==> config.mk <==
export PLATFORM = sky130hd
export DESIGN_NAME = touch_gesture_classifier_flat
export DESIGN_NICKNAME = d
export VERILOG_FILES = /design/src/rtl/tgc_pkg.sv /design/src/rtl/tgc_in_if.sv /design/src/rtl/tgc_out_if.sv /design/src/rtl/touch_gesture_classifier.sv /design/src/flat_wrapper.sv
export SDC_FILE = /design/constraint.sdc
export NUM_CORES = 1
export LEC_CHECK = 0
export ABC_CLOCK_PERIOD_IN_PS = 6400
export BUFFER_PORTS_ARGS = -buffer_cell sky130_fd_sc_hd__buf_4
export CORE_MARGIN = 2
export CORE_UTILIZATION = 60
export CTS_CLUSTER_SIZE = 25
export DETAILED_ROUTE_END_ITERATION = 8
export PLACE_DENSITY = 0.77
export SLEW_MARGIN = 20
export SYNTH_ARGS = -nofsm -noshare
export SYNTH_HDL_FRONTEND = slang
export SYNTH_SLANG_ARGS = --single-unit
export TNS_END_PERCENT = 1
==> constraint.sdc <==
create_clock -name clk -period 6.4 [get_ports clk]
set_input_delay 0 -clock clk [delete_from_list [all_inputs] [get_ports clk]]
set_output_delay 0 -clock clk [all_outputs]
set_load 0.01 [all_outputs]
==> src/rtl/tgc_pkg.sv <==
`timescale 1ns / 1ps

package tgc_pkg;

  localparam int TIME_W     = 32;
  localparam int PRESS_W    = 12;
  localparam int HOLD_T_W   = 16;
  localparam int THR_W      = 12;
  localparam int EVT_W      = 3;
  localparam int CFG_IDX_W  = 2;
  localparam int CFG_DATA_W = 16;

  localparam logic [CFG_IDX_W-1:0] CFG_HOLD_TIME      = 2'd0;
  localparam logic [CFG_IDX_W-1:0] CFG_HOLD_RADIUS    = 2'd1;
  localparam logic [CFG_IDX_W-1:0] CFG_SWIPE_DISTANCE = 2'd2;

  localparam logic [HOLD_T_W-1:0] HOLD_TIME_RST      = 16'd500;
  localparam logic [THR_W-1:0]    HOLD_RADIUS_RST    = 12'd20;
  localparam logic [THR_W-1:0]    SWIPE_DISTANCE_RST = 12'd60;

  typedef enum logic [EVT_W-1:0] {
    EVT_NONE        = 3'd0,
    EVT_PRESS       = 3'd1,
    EVT_RELEASE     = 3'd2,
    EVT_HOLD        = 3'd3,
    EVT_SWIPE_LEFT  = 3'd4,
    EVT_SWIPE_RIGHT = 3'd5,
    EVT_SWIPE_UP    = 3'd6,
    EVT_SWIPE_DOWN  = 3'd7
  } event_t;

endpackage

==> src/rtl/tgc_in_if.sv <==
`timescale 1ns / 1ps

interface tgc_in_if #(
  parameter int COORD_BITS = 12
);
  import tgc_pkg::*;

  logic                  valid;
  logic                  ready;
  logic [COORD_BITS-1:0] sample_x;
  logic [COORD_BITS-1:0] sample_y;
  logic [PRESS_W-1:0]    pressure;
  logic [TIME_W-1:0]     time_ms;

  modport source (output valid, output sample_x, output sample_y, output pressure,
                  output time_ms, input ready);
  modport sink   (input valid, input sample_x, input sample_y, input pressure,
                  input time_ms, output ready);
endinterface

==> src/rtl/tgc_out_if.sv <==
`timescale 1ns / 1ps

interface tgc_out_if;
  import tgc_pkg::*;

  logic             valid;
  logic             ready;
  logic [EVT_W-1:0] event_code;

  modport source (output valid, output event_code, input ready);
  modport sink   (input valid, input event_code, output ready);
endinterface

==> src/rtl/touch_gesture_classifier.sv <==
// Touch gesture classifier: one event code per touch sample.
// Pipeline: input register, then result register; an accepted sample moves from the input
// register into the result register once that one is empty or being drained.
// Throughput: one item per cycle; the result register stalls only on out_ch.ready low,
// and the input register still takes one further item while a result waits.
// Reset (rst_n low, synchronous): pipeline emptied, released state, press start
// cleared, thresholds back to 500 ms hold time, 20 hold radius, 60 swipe distance.
`timescale 1ns / 1ps

module touch_gesture_classifier #(
  parameter int COORD_BITS = 12
) (
  input  logic                              clk,
  input  logic                              rst_n,
  tgc_in_if.sink                            in_ch,
  tgc_out_if.source                         out_ch,
  input  logic                              cfg_we,
  input  logic [tgc_pkg::CFG_IDX_W-1:0]     cfg_index,
  input  logic [tgc_pkg::CFG_DATA_W-1:0]    cfg_wdata
);
  import tgc_pkg::*;

  // Offsets and thresholds are compared at the wider of the two widths.
  localparam int CMP_W = (COORD_BITS > THR_W) ? COORD_BITS : THR_W;

  // Configuration registers
  logic [HOLD_T_W-1:0] hold_time_r;
  logic [THR_W-1:0]    hold_radius_r;
  logic [THR_W-1:0]    swipe_distance_r;

  // Input register stage
  logic                  s1_valid_r, s1_valid_nxt;
  logic [COORD_BITS-1:0] s1_x_r;
  logic [COORD_BITS-1:0] s1_y_r;
  logic                  s1_pressed_r;
  logic [TIME_W-1:0]     s1_time_r;

  // Press tracking state
  logic                  touching_r, touching_nxt;
  logic [TIME_W-1:0]     start_time_r;
  logic [COORD_BITS-1:0] start_x_r;
  logic [COORD_BITS-1:0] start_y_r;

  // Result register
  logic   out_valid_r, out_valid_nxt;
  event_t evt_r, evt_nxt;

  // Handshake: the result register moves when empty or drained; the input
  // register moves when empty or its item passes into the result register.
  logic adv_out;
  logic load_out;
  logic in_rdy;
  logic accept;

  assign adv_out  = !out_valid_r || out_ch.ready;
  assign load_out = s1_valid_r && adv_out;
  assign in_rdy   = !s1_valid_r || adv_out;
  assign accept   = in_ch.valid && in_rdy;

  assign in_ch.ready       = in_rdy;
  assign out_ch.valid      = out_valid_r;
  assign out_ch.event_code = evt_r;

  assign s1_valid_nxt  = accept ? 1'b1 : (load_out ? 1'b0 : s1_valid_r);
  assign out_valid_nxt = load_out || (out_valid_r && !out_ch.ready);

  // Offsets of the release point from the press point, as magnitude and sign.
  logic                  dx_pos, dy_pos;
  logic [COORD_BITS-1:0] ax, ay;
  logic [CMP_W-1:0]      ax_c, ay_c;
  logic [TIME_W-1:0]     duration;
  logic                  is_hold, is_swipe_h, is_swipe_v;
  event_t                release_evt;

  always_comb begin
    dx_pos   = s1_x_r > start_x_r;
    dy_pos   = s1_y_r > start_y_r;
    ax       = dx_pos ? (s1_x_r - start_x_r) : (start_x_r - s1_x_r);
    ay       = dy_pos ? (s1_y_r - start_y_r) : (start_y_r - s1_y_r);
    ax_c     = CMP_W'(ax);
    ay_c     = CMP_W'(ay);
    // Wraps modulo 2^32: a release stamped before its press reads as very long.
    duration = s1_time_r - start_time_r;

    is_hold    = (duration > TIME_W'(hold_time_r)) &&
                 (ax_c < CMP_W'(hold_radius_r)) && (ay_c < CMP_W'(hold_radius_r));
    is_swipe_h = (ax_c > CMP_W'(swipe_distance_r)) && (ax_c > ay_c);
    is_swipe_v = (ay_c > CMP_W'(swipe_distance_r)) && (ay_c > ax_c);

    // Priority: hold, then horizontal swipe, then vertical swipe.
    if (is_hold) begin
      release_evt = EVT_HOLD;
    end else if (is_swipe_h) begin
      release_evt = dx_pos ? EVT_SWIPE_RIGHT : EVT_SWIPE_LEFT;
    end else if (is_swipe_v) begin
      release_evt = dy_pos ? EVT_SWIPE_DOWN : EVT_SWIPE_UP;
    end else begin
      release_evt = EVT_RELEASE;
    end
  end

  // Event and next press state; held and idle samples give no event.
  always_comb begin
    touching_nxt = touching_r;
    evt_nxt      = EVT_NONE;
    if (s1_pressed_r && !touching_r) begin
      touching_nxt = 1'b1;
      evt_nxt      = EVT_PRESS;
    end else if (!s1_pressed_r && touching_r) begin
      touching_nxt = 1'b0;
      evt_nxt      = release_evt;
    end
  end

  // Control state and configuration
  always_ff @(posedge clk) begin
    if (!rst_n) begin
      s1_valid_r       <= 1'b0;
      out_valid_r      <= 1'b0;
      touching_r       <= 1'b0;
      start_time_r     <= '0;
      start_x_r        <= '0;
      start_y_r        <= '0;
      hold_time_r      <= HOLD_TIME_RST;
      hold_radius_r    <= HOLD_RADIUS_RST;
      swipe_distance_r <= SWIPE_DISTANCE_RST;
    end else begin
      s1_valid_r  <= s1_valid_nxt;
      out_valid_r <= out_valid_nxt;
      if (load_out) begin
        touching_r <= touching_nxt;
        // Capture the press point on a press only.
        if (s1_pressed_r && !touching_r) begin
          start_time_r <= s1_time_r;
          start_x_r    <= s1_x_r;
          start_y_r    <= s1_y_r;
        end
      end
      if (cfg_we) begin
        case (cfg_index)
          CFG_HOLD_TIME:      hold_time_r      <= cfg_wdata;
          CFG_HOLD_RADIUS:    hold_radius_r    <= cfg_wdata[THR_W-1:0];
          CFG_SWIPE_DISTANCE: swipe_distance_r <= cfg_wdata[THR_W-1:0];
          default: ;
        endcase
      end
    end
  end

  // Payload registers
  always_ff @(posedge clk) begin
    if (accept) begin
      s1_x_r       <= in_ch.sample_x;
      s1_y_r       <= in_ch.sample_y;
      s1_pressed_r <= |in_ch.pressure;
      s1_time_r    <= in_ch.time_ms;
    end
    if (load_out) begin
      evt_r <= evt_nxt;
    end
  end

endmodule

==> src/flat_wrapper.sv <==
// flat-port wrapper written by rule: the top's interface ports become plain ports
module touch_gesture_classifier_flat import tgc_pkg::*;
#(
  parameter int COORD_BITS = 12
)
  (clk, rst_n, cfg_we, cfg_index, cfg_wdata, in_ch_valid, in_ch_sample_x, in_ch_sample_y, in_ch_pressure, in_ch_time_ms, in_ch_ready, out_ch_valid, out_ch_event_code, out_ch_ready);
  tgc_in_if #(.COORD_BITS(COORD_BITS)) in_ch_i ();
  tgc_out_if out_ch_i ();
  input  logic clk;
  input  logic rst_n;
  input  logic cfg_we;
  input  logic [tgc_pkg::CFG_IDX_W-1:0] cfg_index;
  input  logic [tgc_pkg::CFG_DATA_W-1:0] cfg_wdata;
  input wire logic [$bits(in_ch_i.valid)-1:0] in_ch_valid;
  input wire logic [$bits(in_ch_i.sample_x)-1:0] in_ch_sample_x;
  input wire logic [$bits(in_ch_i.sample_y)-1:0] in_ch_sample_y;
  input wire logic [$bits(in_ch_i.pressure)-1:0] in_ch_pressure;
  input wire logic [$bits(in_ch_i.time_ms)-1:0] in_ch_time_ms;
  output wire logic [$bits(in_ch_i.ready)-1:0] in_ch_ready;
  output wire logic [$bits(out_ch_i.valid)-1:0] out_ch_valid;
  output wire logic [$bits(out_ch_i.event_code)-1:0] out_ch_event_code;
  input wire logic [$bits(out_ch_i.ready)-1:0] out_ch_ready;
  assign in_ch_i.valid = in_ch_valid;
  assign in_ch_i.sample_x = in_ch_sample_x;
  assign in_ch_i.sample_y = in_ch_sample_y;
  assign in_ch_i.pressure = in_ch_pressure;
  assign in_ch_i.time_ms = in_ch_time_ms;
  assign in_ch_ready = in_ch_i.ready;
  assign out_ch_valid = out_ch_i.valid;
  assign out_ch_event_code = out_ch_i.event_code;
  assign out_ch_i.ready = out_ch_ready;
  touch_gesture_classifier #(.COORD_BITS(COORD_BITS)) u_core (.clk(clk), .rst_n(rst_n), .in_ch(in_ch_i), .out_ch(out_ch_i), .cfg_we(cfg_we), .cfg_index(cfg_index), .cfg_wdata(cfg_wdata));
endmodule
==> results of run 1 <==
-- cell type report --
| type | instances | area [um2] | area share, % |
|---|---|---|---|
| multi-input combinational | 967 | 6850 | 50.3 |
| timing repair buffer | 179 | 1540 | 11.3 |
| inverter | 152 | 571 | 4.19 |
| sequential | 159 | 3780 | 27.8 |
| clock buffer | 17 | 425 | 3.12 |
| tap | 234 | 293 | 2.15 |
| clock inverter | 15 | 159 | 1.17 |
-- per-layer routing --
layer	share of wire [%]	vias up	routed length (um)	track usage, %
met4	3.0	0	850	11.4
met1	42	4622	12200	34.9
met3	4.5	66	1280	4.66
li1	-	4930	-	-
met5	0	-	0	0
met2	50	252	14300	51.9
-- repair_timing --
| action | 4_1_cts | 5_1_grt |
|---|---|---|
| hold endpoints to repair | 99 | 2 |
| endpoints found under the setup margin | 0 | 1 |
| gates resized for setup | 0 | 1 |
| hold buffers | 78 | 2 |
-- state kept, by name (all words and copies together), names as in the netlist, 12 cells and up --
name,cells
u_core.s1_y_r,12
u_core.start_x_r,12
u_core.swipe_distance_r,12
u_core.hold_time_r,16
u_core.s1_time_r,32
u_core.hold_radius_r,12
u_core.start_y_r,12
u_core.start_time_r,32
u_core.s1_x_r,12
-- cells by family (layout without fill, tap and decap cells) --
kind of cell / Yosys count / after routing / synth area share, %
adders and majority gates: 159 / 159 / 17.8
and+or+nand+nor: 406 / 406 / 16.4
xor gates and xnor gates: 41 / 41 / 3.15
muxes: 18 / 18 / 1.68
AOI/OAI and AO/OA: 343 / 343 / 20.9
DFF: 159 / 159 / 33.2
buffers and inverters: 200 / 363 / 6.82
-- path summary, 6_finish.rpt --
check / start / endpoint / slack (ns)
setup reg to reg: u_core.s1_x_r[0] / u_core.out_ch.event_code[0] / 0.42
hold reg to reg: u_core.start_time_r[19] / u_core.start_time_r[19] / 0.46
hold / removal: cfg_index[0] / u_core.hold_time_r[1] / -0.02
setup / recovery: u_core.s1_x_r[0] / u_core.out_ch.event_code[0] / 0.42
-- layout by cell type (no fill, tap or decap), drive strengths merged, types with 6 or more instances in the layout --
cell type and n:
nor2 40, dfxtp 99, dlygate4sd3 80, mux2 9, o21ai 42, nand4 24
a21o 37, or3 13, buf 99, nand3 11, clkbuf 17, o211ai 17
xor2 6, o21a 15, and3 9, mux2i 9, xnor2 35, a21boi 89
nor4 7, a21oi 74, ha 154, nor3 21, nand2 230, and2 10
inv 158, nor2b 17, edfxtp 60, a31oi 6
-- through the flow --
stage	cell area [um2]	utilization [%]
final	13600	73.1
after global routing	13600	73.1
after CTS	13600	72.9
after detailed placement	12200	65.6
after global placement	12200	65.6
after floorplan	11400	-
-- power groups by stage --
stage	registers, W	logic [W]	clock network, W
2_1_floorplan	0.00115	0.000671	0
3_3_place_gp	0.00115	0.000889	0
3_5_place_dp	0.00115	0.000912	0
4_1_cts	0.00113	0.000958	0.00105
5_1_grt	0.00114	0.00109	0.00110
6_report	0.00113	0.000973	0.00104
-- tightest hold or removal path, delay by kind of cell --
| family | cells | cell delay, ns |
|---|---|---|
| compound gates | 1 | 0.06 |
| buf+inv | 1 | 0.12 |
| simple gates | 2 | 0.18 |
==> flow_metrics.env, run 1 <==
export IMPL_hold_viol_final=5
export IMPL_r2r_cells=23
export IMPL_dp_cells=1611
export IMPL_synth_edf_count=60
export IMPL_clk_latency_ns=0.43
export IMPL_syn_inst=1326
export IMPL_hold_depth=4
export IMPL_grt_max_degree=100
export IMPL_setup_tns_ns=0
export IMPL_clockBufferDepth=2
export IMPL_drt_iter0_drc=482
export IMPL_drive_above_1_share_pct=11.3
export IMPL_pwr_share_seq_pct=36.0
export IMPL_clkPwrFrac_pct=33.0
export IMPL_synth_seq_cells=159
export IMPL_critPathArrivalTime_ns=6.16
export IMPL_setup_violations_final=0
export IMPL_diodes=0
export IMPL_ys_types=77
export IMPL_clk_pin_slew_worst_paths_ns=0.07
export IMPL_cp_max_fo=12
export IMPL_dieHeight_um=142
export IMPL_timing_fmax_mhz=167
export IMPL_syn_nets=1576
export IMPL_fillers=1434
export IMPL_p_comb_share_pct=31.0
export IMPL_failed_checks="negative hold slack"
export IMPL_post_cts_buffers=0
export IMPL_final_cells=1723
export IMPL_grt_pass1_wl_mm=46.5
export IMPL_p_int_w=0.00211
export IMPL_ir_worst_vdd_v=0.000216
export IMPL_port_buffers=95
export IMPL_vias=9870
export IMPL_slowest_delay_ns=0.44
export IMPL_drc=0
export IMPL_overflow=0
export IMPL_slew_headroom_pct=37.9
export IMPL_cts_num_sinks=159
export IMPL_detailed_place_hpwl_mm=20.0
export IMPL_netSwitchingFraction_pct=32.8
export IMPL_power_density_nw_per_um2=231
export IMPL_cpMaxStageDelayCell="or2_1"
export IMPL_wl_mm=28.6
export IMPL_gp_congestion=0.912
export IMPL_period_share_pct=93.4
export IMPL_critical_path_class="reg -> reg"
export IMPL_die_w_um=142
export IMPL_syn_area_per_cell_um2=8.59
export IMPL_viasPerCell=5.73
export IMPL_yosysTopAreaCell="dfxtp_1"
export IMPL_p_total_w=0.00314
export IMPL_synth_top_cell_area_share_pct=17.4
export IMPL_async_flop_share_pct=0
export IMPL_cp_start_kind="flop"
export IMPL_nets=1726
export IMPL_hold_worst_slack_ns=-0.0213
export IMPL_first_pass_iters=5
export IMPL_detail_route_antenna_nets=0
export IMPL_yosysMostFrequentCell="nand2_1"
export IMPL_rsz0062_at_grt="false"
export IMPL_synth_common_cells="nand2_1 (229), ha_1 (154), inv_1 (152)"
export IMPL_ios=96
export IMPL_worst_pin_slew_ns=0.932
export IMPL_synth_seq_area_share_pct=33.2
export IMPL_h_tree_depth=4
export IMPL_antenna_found_initial=0
export IMPL_skew_ns=0.00826
export IMPL_path_depth=23
export IMPL_hp_class="in -> reg"
export IMPL_grt_pass1_vias=9699
export IMPL_synth_area_leaders="dfxtp_1 (17%), ha_1 (17%), edfxtp_1 (16%)"
export IMPL_period_minus_slack_ns=5.98
export IMPL_synthesis_area_um2=11400
export IMPL_cts_tree="done"
export IMPL_die_area_um2=20100
export IMPL_cts_root_buf="clkbuf_16"
export IMPL_ys_flop_type="dfxtp_1"
export IMPL_cts_inserted_buffers=17
export IMPL_endpoint_kind="flop"
export IMPL_num_rows=50
export IMPL_area_delta_synth_final_pct=19.6
export IMPL_grt_usage_pct=29.0
export IMPL_post_place_ws_ns=0.607
export IMPL_switchingPower_w=0.00103
export IMPL_critPathTopFamily="compound AO/OA/AOI/OAI gates"
export IMPL_slew_viol_final=0
export IMPL_status="finished, violations left"
export IMPL_crit_buf_inv=3
export IMPL_cp_common_cell="inv_1"
export IMPL_core_area_um2=18600
export IMPL_yosys_warnings=0
export IMPL_drv_cap=0
export IMPL_start_util_pct=61.1
export IMPL_post_drt_wl_per_cell_um=16.6
export IMPL_crit_chain="inv_1 > ha_1 > inv_1 > fa_1 > a21oi_1 > o2111ai_1 > a31oi_1 > or2_1 > mux2_2 > a221oi_1 > o21ai_0 > xnor2_1 > inv_1 > ha_1 > a21o_1 > a21o_1 > a21oi_1 > nor2_1 > a2111oi_0 > or3_1 > o22ai_1 > nor4_1 > o21bai_1"
export IMPL_worstPathRequired_ns=6.58
export IMPL_worst_slack_ns=0.421
export IMPL_leakagePower_nw=5.73
Power figures use the tool's default switching activity.
==> run 2: changes to the inputs <==
CTS_BUF_LIST = sky130_fd_sc_hd__clkbuf_4 sky130_fd_sc_hd__clkbuf_8   (was unset)
==> flow_metrics.env, run 2 (synthesis results as in run 1) <==
export IMPL_clkPwrFrac_pct=27.0
export IMPL_detail_route_antenna_nets=0
export IMPL_switchingPower_w=0.000998
export IMPL_clk_latency_ns=0.47
export IMPL_port_buffers=95
export IMPL_cts_root_buf="clkbuf_8"
export IMPL_cts_inserted_buffers=17
export IMPL_endpoint_kind="flop"
export IMPL_num_rows=50
export IMPL_post_drt_wl_per_cell_um=16.6
export IMPL_grt_pass1_vias=9796
export IMPL_cts_num_sinks=159
export IMPL_critPathArrivalTime_ns=6.04
export IMPL_hold_viol_final=0
export IMPL_area_delta_synth_final_pct=18.1
export IMPL_overflow=0
export IMPL_clk_pin_slew_worst_paths_ns=0.09
export IMPL_grt_pass1_wl_mm=46.6
export IMPL_diodes=0
export IMPL_crit_chain="inv_1 > ha_1 > inv_1 > fa_1 > a21oi_1 > o2111ai_1 > a31oi_1 > or2_4 > mux2_2 > a221oi_1 > o21ai_0 > xnor2_1 > inv_1 > ha_1 > a21o_1 > a21o_1 > a21oi_1 > nor2_1 > a2111oi_0 > or3_1 > o22ai_1 > nor4_1 > o21bai_1"
export IMPL_gp_congestion=0.912
export IMPL_setup_violations_final=0
export IMPL_antenna_found_initial=0
export IMPL_rsz0062_at_grt="false"
export IMPL_slowest_delay_ns=0.42
export IMPL_status="finished clean"
export IMPL_cp_start_kind="flop"
export IMPL_mostFrequentLayoutCell="nand2_1"
export IMPL_power_density_nw_per_um2=214
export IMPL_nets=1728
export IMPL_dieHeight_um=142
export IMPL_hp_class="in -> reg"
export IMPL_drv_cap=0
export IMPL_drt_iter0_drc=543
export IMPL_grt_usage_pct=29.0
export IMPL_p_int_w=0.00189
export IMPL_drive_above_1_share_pct=11.3
export IMPL_leakagePower_nw=5.65
export IMPL_pwr_share_seq_pct=39.2
export IMPL_cp_max_fo=12
export IMPL_clockBufferDepth=2
export IMPL_vias=9793
export IMPL_wl_mm=28.6
export IMPL_dp_cells=1611
export IMPL_period_share_pct=91.1
export IMPL_most_common_layout_cells="nand2_1 (228), ha_1 (154), inv_1 (152)"
export IMPL_post_cts_buffers=0
export IMPL_ir_worst_vdd_v=0.000271
export IMPL_first_pass_iters=4
export IMPL_core_area_um2=18600
export IMPL_cp_common_cell="inv_1"
export IMPL_cpMaxStageDelayCell="edfxtp_1"
export IMPL_critical_path_class="reg -> reg"
export IMPL_viasPerCell=5.68
export IMPL_timing_fmax_mhz=172
export IMPL_detailed_place_hpwl_mm=20.0
export IMPL_final_cells=1725
export IMPL_drc=0
export IMPL_slew_viol_final=0
export IMPL_worst_pin_slew_ns=0.936
export IMPL_slew_headroom_pct=37.6
export IMPL_die_w_um=142
export IMPL_skew_ns=0.0134
export IMPL_h_tree_depth=4
export IMPL_start_util_pct=61.1
export IMPL_p_comb_share_pct=33.8
export IMPL_die_area_um2=20100
export IMPL_period_minus_slack_ns=5.83
export IMPL_worstPathRequired_ns=6.62
export IMPL_netSwitchingFraction_pct=34.6
export IMPL_cts_tree="done"
export IMPL_setup_tns_ns=0
export IMPL_ios=96
export IMPL_largestRegisters="u_core.s1_time_r x32, u_core.start_time_r x32, u_core.hold_time_r x16"
export IMPL_grt_max_degree=100
run 2: cell count changes in the layout (fill, tap and decap cells not counted):
cell / before / now
or2_4: 0 / 1
or2_1: 1 / 0
dlygate4sd3_1: 80 / 82
clkbuf_8: 0 / 17
clkbuf_16: 17 / 0
run 2: final timing paths:
path | startpoint | to | slack [ns] | depth (start not counted)
hold reg to reg | u_core.start_time_r[19] | u_core.start_time_r[19] | 0.47 | 2
setup / recovery | u_core.s1_x_r[0] | u_core.out_ch.event_code[0] | 0.57 | 23
hold / removal | cfg_we | u_core.hold_time_r[10] | 0.09 | 4
setup reg to reg | u_core.s1_x_r[0] | u_core.out_ch.event_code[0] | 0.57 | 23
run 2: power by group through the flow:
stage / registers, W / clock network [W] / logic (W)
3_5_place_dp: 0.00115 / 0 / 0.000912
6_report: 0.00113 / 0.000779 / 0.000974
3_3_place_gp: 0.00115 / 0 / 0.000889
2_1_floorplan: 0.00115 / 0 / 0.000671
5_1_grt: 0.00114 / 0.000832 / 0.00109
4_1_cts: 0.00113 / 0.000784 / 0.000959
run 2: per-stage QoR:
step	utilization (%)	worst slack [ns]	hold WS [ns]	total power [W]	instance area, um2
2_1_floorplan	-	1.46	0.0989	0.00182	11400
3_3_place_gp	65.6	0.656	0.178	0.00204	12200
3_5_place_dp	65.6	0.607	0.179	0.00207	12200
4_1_cts	72.1	0.522	0.139	0.00287	13400
5_1_grt	72.2	0.170	0.0983	0.00306	13500
6_report	72.2	0.573	0.0860	0.00288	13500
run 2: repair_timing:
action | CTS | global route
hold endpoints to repair | 99 | 0
endpoints found under the setup margin | 0 | 1
hold buffers | 82 | 0
gates resized for setup | 0 | 2
run 2: area by class of cell:
cell class | instances | area (um2)
repair buffers | 181 | 1560
clock inverters | 15 | 159
well taps | 234 | 293
clock buffers | 17 | 234
multi-input cells | 967 | 6850
fillers | 1449 | 5190
flip-flops and latches | 159 | 3780
inverters | 152 | 571
run 2: critical path, delay by kind of cell (launching register included):
kind / cells / cell delay (ns)
flops: 1 / 0.42
simple gates: 4 / 0.84
compound gates: 11 / 2.53
mux: 1 / 0.35
fa+ha+maj: 3 / 0.84
buf+inv: 3 / 0.26
xor+xnor: 1 / 0.36
run 2: layer usage:
| layer | track usage [%] | routed length, um |
|---|---|---|
| met1 | 35.0 | 12400 |
| met2 | 52.0 | 14200 |
| met3 | 4.35 | 1090 |
| met4 | 11.1 | 817 |
| met5 | 0 | 0 |
